### src/pfc_pkg.sv
// ----------------------------------------------------------------------------
// pfc_pkg - shared definitions for the Playfair digraph cipher core
// Widths, item kinds, letter codes, control/status structs and the small
// square geometry helpers used by the datapath.
// ----------------------------------------------------------------------------
package pfc_pkg;

    localparam int SIDE     = 5;
    localparam int CELLS    = SIDE * SIDE;
    localparam int NLET     = 26;
    localparam int LW       = $clog2(NLET);
    localparam int CW       = $clog2(CELLS);
    localparam int FW       = $clog2(CELLS + 1);
    localparam int RW       = $clog2(SIDE);
    localparam int CHAR_W   = 8;
    localparam int LETTER_W = 7;
    localparam int KIND_W   = 2;
    localparam int APB_AW   = 2;
    localparam int APB_DW   = 32;

    typedef logic [LW-1:0] t_letter;
    typedef logic [CW-1:0] t_cell;
    typedef logic [FW-1:0] t_fill;
    typedef logic [RW-1:0] t_rc;

    localparam logic [KIND_W-1:0] KIND_KEY     = 2'd0;
    localparam logic [KIND_W-1:0] KIND_KEY_END = 2'd1;
    localparam logic [KIND_W-1:0] KIND_TEXT    = 2'd2;
    localparam logic [KIND_W-1:0] KIND_FLUSH   = 2'd3;

    localparam logic MODE_ENC = 1'b0;
    localparam logic MODE_DEC = 1'b1;

    localparam t_letter LET_I    = t_letter'(8);
    localparam t_letter LET_J    = t_letter'(9);
    localparam t_letter LET_X    = t_letter'(23);
    localparam t_letter LET_LAST = t_letter'(NLET - 1);

    localparam logic [CHAR_W-1:0]   CHAR_UA  = 8'h41;
    localparam logic [CHAR_W-1:0]   CHAR_UZ  = 8'h5A;
    localparam logic [CHAR_W-1:0]   CHAR_LA  = 8'h61;
    localparam logic [CHAR_W-1:0]   CHAR_LZ  = 8'h7A;
    localparam logic [CHAR_W-1:0]   CASE_GAP = 8'd32;
    localparam logic [LETTER_W-1:0] ASCII_A  = 7'h41;

    localparam logic [APB_AW-1:0] ADDR_MODE = 2'd0;

    typedef struct packed {
        logic latch;
        logic exec;
        logic fill_step;
        logic pos_rd;
        logic sq_rd;
        logic load1;
        logic load2;
    } t_cmd;

    typedef struct packed {
        logic [KIND_W-1:0] kind;
        logic              closed;
        logic              scan_last;
        logic              pair_go;
        logic              out_free;
    } t_sts;

    // letter held by a cell of the plain square (J skipped)
    function automatic t_letter plain_letter(input t_cell c);
        t_letter l;
        l = t_letter'(c);
        if (l >= LET_J) l = l + t_letter'(1);
        return l;
    endfunction

    // cell of a letter in the plain square, J shares the cell of I
    function automatic t_cell plain_cell(input t_letter l);
        return (l > LET_I) ? t_cell'(l - t_letter'(1)) : t_cell'(l);
    endfunction

    function automatic t_cell cell_at(input t_rc r, input t_rc c);
        return t_cell'(int'(r) * SIDE + int'(c));
    endfunction

    function automatic t_rc cell_row(input t_cell p);
        t_rc r;
        r = '0;
        for (int k = 1; k < SIDE; k++) begin
            if (p >= t_cell'(k * SIDE)) r = t_rc'(k);
        end
        return r;
    endfunction

    function automatic t_rc cell_col(input t_cell p);
        t_rc r;
        r = cell_row(p);
        return t_rc'(p - cell_at(r, '0));
    endfunction

    // cyclic step: +1 for encrypt, -1 for decrypt
    function automatic t_rc step_rc(input t_rc v, input logic dec);
        t_rc s;
        if (dec == MODE_DEC) begin
            s = (v == '0) ? t_rc'(SIDE - 1) : v - t_rc'(1);
        end else begin
            s = (v == t_rc'(SIDE - 1)) ? '0 : v + t_rc'(1);
        end
        return s;
    endfunction

endpackage

### src/pfc_ctrl.sv
// ----------------------------------------------------------------------------
// pfc_ctrl - sequencer for the Playfair core
// Takes one item at a time, runs the key fill walk and the pair lookups,
// and hands the two result letters to the output register.
// ----------------------------------------------------------------------------
module pfc_ctrl import pfc_pkg::*; (
    input  logic i_clk,
    input  logic i_rst_n,
    input  logic i_in_valid,
    output logic o_in_ready,
    input  t_sts i_sts,
    output t_cmd o_cmd
);

    localparam logic [2:0] S_IDLE  = 3'd0;
    localparam logic [2:0] S_EXEC  = 3'd1;
    localparam logic [2:0] S_FILL  = 3'd2;
    localparam logic [2:0] S_POS   = 3'd3;
    localparam logic [2:0] S_SQ    = 3'd4;
    localparam logic [2:0] S_EMIT1 = 3'd5;
    localparam logic [2:0] S_EMIT2 = 3'd6;

    logic [2:0] r_state;
    logic [2:0] n_state;

    always_comb begin
        n_state    = r_state;
        o_cmd      = '0;
        o_in_ready = (r_state == S_IDLE);
        unique case (r_state)
            S_IDLE: begin
                if (i_in_valid) begin
                    o_cmd.latch = 1'b1;
                    n_state     = S_EXEC;
                end
            end
            S_EXEC: begin
                if (i_sts.kind == KIND_KEY) begin
                    o_cmd.exec = 1'b1;
                    n_state    = S_IDLE;
                end else if (!i_sts.closed) begin
                    n_state = S_FILL;
                end else if (i_sts.kind == KIND_KEY_END) begin
                    n_state = S_IDLE;
                end else begin
                    o_cmd.exec = 1'b1;
                    n_state    = i_sts.pair_go ? S_POS : S_IDLE;
                end
            end
            S_FILL: begin
                o_cmd.fill_step = 1'b1;
                if (i_sts.scan_last) n_state = S_EXEC;
            end
            S_POS: begin
                o_cmd.pos_rd = 1'b1;
                n_state      = S_SQ;
            end
            S_SQ: begin
                o_cmd.sq_rd = 1'b1;
                n_state     = S_EMIT1;
            end
            S_EMIT1: begin
                if (i_sts.out_free) begin
                    o_cmd.load1 = 1'b1;
                    n_state     = S_EMIT2;
                end
            end
            S_EMIT2: begin
                if (i_sts.out_free) begin
                    o_cmd.load2 = 1'b1;
                    n_state     = S_IDLE;
                end
            end
            default: begin
                n_state = S_IDLE;
            end
        endcase
    end

    always_ff @(posedge i_clk) begin
        if (!i_rst_n) begin
            r_state <= S_IDLE;
        end else begin
            r_state <= n_state;
        end
    end

endmodule

### config.mk
export PLATFORM = sky130hd
export DESIGN_NAME = pfc_ctrl
export DESIGN_NICKNAME = d
export VERILOG_FILES = /design/src/pfc_pkg.sv /design/src/pfc_ctrl.sv
export SDC_FILE = /design/constraint.sdc
export NUM_CORES = 1
export LEC_CHECK = 0
export ABC_AREA = 1
export BUFFER_PORTS_ARGS = -buffer_cell sky130_fd_sc_hd__buf_2
export CAP_MARGIN = 20
export CORE_MARGIN = 3
export CORE_UTILIZATION = 28
export CTS_BUF_LIST = sky130_fd_sc_hd__clkbuf_4
export DETAILED_ROUTE_END_ITERATION = 8
export GPL_TIMING_DRIVEN = 0
export PLACE_DENSITY = 0.61
export SYNTH_ARGS = -nofsm -noshare
export SYNTH_HDL_FRONTEND = slang
export SYNTH_SLANG_ARGS = --single-unit
### constraint.sdc
create_clock -name i_clk -period 3.11 [get_ports i_clk]
set_clock_uncertainty 0.15 [all_clocks]
set_input_delay 0.311 -clock i_clk [delete_from_list [all_inputs] [get_ports i_clk]]
set_output_delay 0.311 -clock i_clk [all_outputs]
set_load 0.01 [all_outputs]
==> results.toml, run 1 <==
[yosys]
yosys_warnings = 0
synth_top_area_share_pct = 15.9
synthFlopType = "dfxtp_1"
synth_edf_count = 0
synth_mux_area_share_pct = 0
syn_area_um2 = 377
ys_seq_area_share_pct = 15.9
synthXorXnorAreaFrac_pct = 0
synth-compound-area-share_pct = 5.98
synth_common_cells = "nand2_1, nor2_1, inv_1"
yosysTopAreaCell = "dfxtp_1"
synth_nets = 68
synth_area_per_cell_um2 = 6.38
synth_top_family_by_area = "simple AND/OR/NAND/NOR gates"
yosys-top-cells-area = "dfxtp_1, nand2_1, nor2_1"
synth_cells = 59
ys_seq_elements = 3
synth-async-reset-ratio_pct = 0
ys_types = 19
synthAdderAreaFrac_pct = 0
yosys.area_share.simple_pct = 59.8

[detailed_routing]
routed_wl_um = 791
ant_nets = 0
drtPass1Iterations = 4
drc = 0
wire_per_inst_um = 8.51
drtIter0Drc = 6
num_vias = 413
vias_per_cell = 4.44

[cells_and_area]
top_register = "r_state"
antenna_cells = 0
stdcell_area_um2 = 504
area_growth_pct = 33.9
seq_area_um2 = 60.1
largest_reg_flops = 3
nFillCells = 131
finalNonFillerCells = 93
final_nets = 89
multiInputGateArea_um2 = 248
fin_util_pct = 42.5
drive_gt1_share_pct = 44.3
top_regs = "r_state: 3 flops"

[placement]
port_buffers = 16
hpwlAfterDp_um = 598
dpl-instance-area_um2 = 474
place_ws_ns = 1.79
place_inst = 89
routabilityCongestion = 0.695

[cts]
cts_sinks = 3
cts_buffers = 3
clock_latency_ns = 0.23
clk_pin_slew_ns = 0.04
cts-resized-gates = 0
htreeDepth = 1
root_buffer = "clkbuf_4"
cts_max_path_buffers = 2
cts_tree = "yes"
postCtsSetupBuffers = 0
cts_hold_buf = 0

[die]
rows = 12
die_y_um = 42.7
core_area_um2 = 1190
die_w_um = 42.7
die-area_um2 = 1820
initial_utilization_pct = 31.8
io_pins = 17

[grt]
grt-ovfl-total = 0
grt_max_degree = 11
track_usage_pct = 9.59
grt_pass1_wl_mm = 1.39
antenna_found_initial = 0
grt_pass1_vias = 358

[timing]
max_freq_ghz = 0.639
fin_crit_sh_pct = 50.3
holdWs_ns = 0.150
setup_ws_ns = 1.54
fin_crit_ns = 1.57
slew_viol_final = 0
fin_setup_tns_ns = 0
rsz0062_at_grt = "false"
setup_violations = 0
tightest_slew_ns = 0.137
hold_viol_final = 0
relSlewSlack_pct = 90.8

[setup_path]
critPathLaunchType = "register"
critPathKind = "reg2out"
cp.required_ns = 2.65
arrival_ns = 1.10
endpoint_kind = "output port"
crit_fanout = 8

[pwr]
ir_drop_v = 0.000154
power.density_nw_per_um2 = 566
total_power_uw = 285
power_leakage_nw = 0.286

[run_status]
status = "completed"

[hold_path]
hp-class = "in2reg"

[job]
maxCapViolCount = 0
cells in the final DEF, fill, tap and decap left out:
master    synthesis  final
buf_2             0     16
nand2_1          12     12
nor2_1           12     12
inv_1             5      5
nand3_1           4      4
clkbuf_4          0      4
buf_6             3      3
dfxtp_1           3      3
inv_2             2      2
nor3_1            2      2
a21oi_1           2      2
nand4_1           2      2
nand3_2           2      2
nand2_2           2      2
nor2_2            2      2
inv_6             1      1
nor3_4            1      1
nor2_8            1      1
nor2_4            1      1
a21boi_1          1      1
o21ai_1           1      1
cell type report:
cell class,count,area share [%]
inverter,8,6.95
timing repair buffer,16,15.9
tap,14,3.47
buffer,3,6.70
clock buffer,4,5.96
sequential,3,11.9
multi-input combinational,45,49.1
critical path: stages (launching register included):
cell	delay, ns
dfxtp_1	0.30
buf_6	0.14
inv_6	0.08
nand3_1	0.12
nor2_1	0.10
buf_2	0.13
cell families after synthesis:
logic type	after synthesis
buffers and inverters	11
DFF	3
AOI/OAI and AO/OA	4
and+or+nand+nor	41
path summary, 6_finish.rpt:
path | start | to | slack (ns) | cells past startpoint
min reg2reg | r_state[1] | r_state[1] | 0.49 | 3
max reg2reg | r_state[2] | r_state[0] | 1.88 | 8
max | r_state[1] | o_cmd[1] | 1.54 | 5
min | i_rst_n | r_state[2] | 0.15 | 3
metal layers:
metal | up-vias | GRT usage [%] | wire (um)
met5 | - | 0 | 0
li1 | 224 | - | -
met1 | 171 | 13.4 | 386
met3 | 2 | 1.27 | 55
met2 | 16 | 13.8 | 338
met4 | 0 | 5.59 | 10
power by group:
part	internal (mW)	leakage, nW	switching [mW]	total (mW)
clock network	0.0568	0.0184	0.0205	0.0773
registers	0.0462	0.0247	0.00298	0.0492
logic	0.0629	0.243	0.0959	0.159
total	0.166	0.286	0.119	0.285
Power figures use the tool's default switching activity.
==> run 2, diff against run 1 <==
--- a/config.mk
+++ b/config.mk
@@ -13,7 +13,7 @@
 export CTS_BUF_LIST = sky130_fd_sc_hd__clkbuf_4
 export DETAILED_ROUTE_END_ITERATION = 8
 export GPL_TIMING_DRIVEN = 0
-export PLACE_DENSITY = 0.61
+export PLACE_DENSITY = 0.63
 export SYNTH_ARGS = -nofsm -noshare
 export SYNTH_HDL_FRONTEND = slang
 export SYNTH_SLANG_ARGS = --single-unit
==> constraint.sdc (replaced) <==
create_clock -name i_clk -period 1.41 [get_ports i_clk]
set_clock_uncertainty 0.15 [all_clocks]
set_input_delay 0.141 -clock i_clk [delete_from_list [all_inputs] [get_ports i_clk]]
set_output_delay 0.141 -clock i_clk [all_outputs]
set_load 0.01 [all_outputs]
==> results.toml, run 2 (synthesis results as in run 1) <==
[job]
maxCapViolCount = 0

[grt]
grt-ovfl-total = 0
grt_pass1_vias = 391
grt_max_degree = 11
grt_pass1_wl_mm = 1.55
antenna_found_initial = 0
track_usage_pct = 11.1

[cts]
clock_latency_ns = 0.24
htreeDepth = 1
cts_tree = "yes"
cts_sinks = 3
cts_max_path_buffers = 2
clk_pin_slew_ns = 0.04
cts_buffers = 3
root_buffer = "clkbuf_4"

[pwr]
switching_share_pct = 41.6
p_seq_share_pct = 15.5
power_leakage_nw = 0.314
clkPwrFrac_pct = 24.3
power_frac_comb_pct = 60.1
total_power_uw = 712
ir_drop_v = 0.000446
p_int_uw = 416
power.density_nw_per_um2 = 1250
power.switching_uw = 297

[detailed_routing]
wire_per_inst_um = 9.62
vias_per_cell = 4.53
num_vias = 444
drtPass1Iterations = 4
ant_nets = 0
routed_wl_um = 943
drtIter0Drc = 8
drc = 0

[setup_path]
slowest_stage = "dfxtp_1"
endpoint_kind = "output port"
crit_fanout = 8
critPathLaunchType = "register"
cp.required_ns = 1.12
crit_chain = "buf_6 > nor2_8 > nand2_2 > nor2_1 > buf_2"
critPathKind = "reg2out"
arrival_ns = 1.07
cpPeakStageDelay_ns = 0.30

[die]
core_area_um2 = 1190
die_w_um = 42.7
io_pins = 17
rows = 12
die_y_um = 42.7
die-area_um2 = 1820
initial_utilization_pct = 31.8

[timing]
max_freq_ghz = 0.733
fin_crit_sh_pct = 96.8
hold_viol_final = 0
setup_violations = 0
rsz0062_at_grt = "true"
fin_setup_tns_ns = 0
fin_crit_ns = 1.36
slew_viol_final = 0
relSlewSlack_pct = 90.9
tightest_slew_ns = 0.136

[cells_and_area]
largest_reg_flops = 3
drive_gt1_share_pct = 52.4
layout_commonest_cell = "buf_2"
seq_area_um2 = 61.3
top_register = "r_state"
area_growth_pct = 50.8
fin_util_pct = 47.9
top_regs = "r_state: 3 flops"
layout_common_cells = "buf_2, nor2_1, nand2_1, inv_1, nand3_2"
nFillCells = 131
antenna_cells = 0
multiInputGateArea_um2 = 265
final_nets = 94

[placement]
routabilityCongestion = 0.703
port_buffers = 16
hpwlAfterDp_um = 631

[run_status]
status = "completed"

[hold_path]
hp-class = "in2reg"
==> run 2: critical path: cells and delay by family (launching register included) <==
family | cells | cell delay (ns)
buffers and inverters | 2 | 0.27
flip-flops | 1 | 0.30
AND/OR/NAND/NOR | 3 | 0.26
==> run 2: layout make-up <==
class	count	area share, %
Buffer	3	5.95
Sequential cell	3	10.8
Inverter	8	7.05
Timing Repair Buffer	21	21.1
Clock buffer	4	5.29
Multi-Input combinational cell	45	46.7
Tap cell	14	3.08
==> run 2: power by group through the flow <==
stage                     Sequential (mW)  Combinational [mW]  Clock [mW]
final                               0.111               0.428       0.173
after global routing                0.112               0.474       0.190
after CTS                           0.110               0.359       0.176
after detailed placement            0.110               0.354           0
after global placement              0.110               0.351           0
after floorplan                     0.109               0.275           0
==> run 2: stage by stage <==
step                      cells  area (um2)  hold WS, ns  setup slack [ns]
after floorplan              59         377       0.0886             0.262
after global routing         98         568        0.220           -0.0348
after detailed placement     89         474        0.218             0.191
after global placement       89         474        0.213             0.198
final                        98         568        0.172            0.0457
after CTS                    94         514        0.157            0.0105
==> run 2: what timing repair did <==
action                     in CTS  in global routing
gates resized for setup         0                  7
buffers inserted                0                  4
setup endpoints to repair       0                  5
hold buffers                    1                  0
hold endpoints to repair        1                  0
==> run 2: worst paths after layout <==
check | cells past startpoint | slack [ns] | endpoint | from
min reg2reg | 4 | 0.58 | r_state[1] | r_state[1]
min | 6 | 0.17 | r_state[2] | i_sts[0]
max reg2reg | 9 | 0.06 | r_state[0] | r_state[0]
max | 5 | 0.05 | o_cmd[6] | r_state[0]
==> run 2: metal layers <==
metal / up-vias / global-route usage [%] / wire [um]
li1: 236 / - / -
met1: 185 / 13.1 / 408
met2: 21 / 17.1 / 442
met3: 2 / 2.97 / 82
met4: 0 / 7.45 / 9
met5: - / 0 / 0
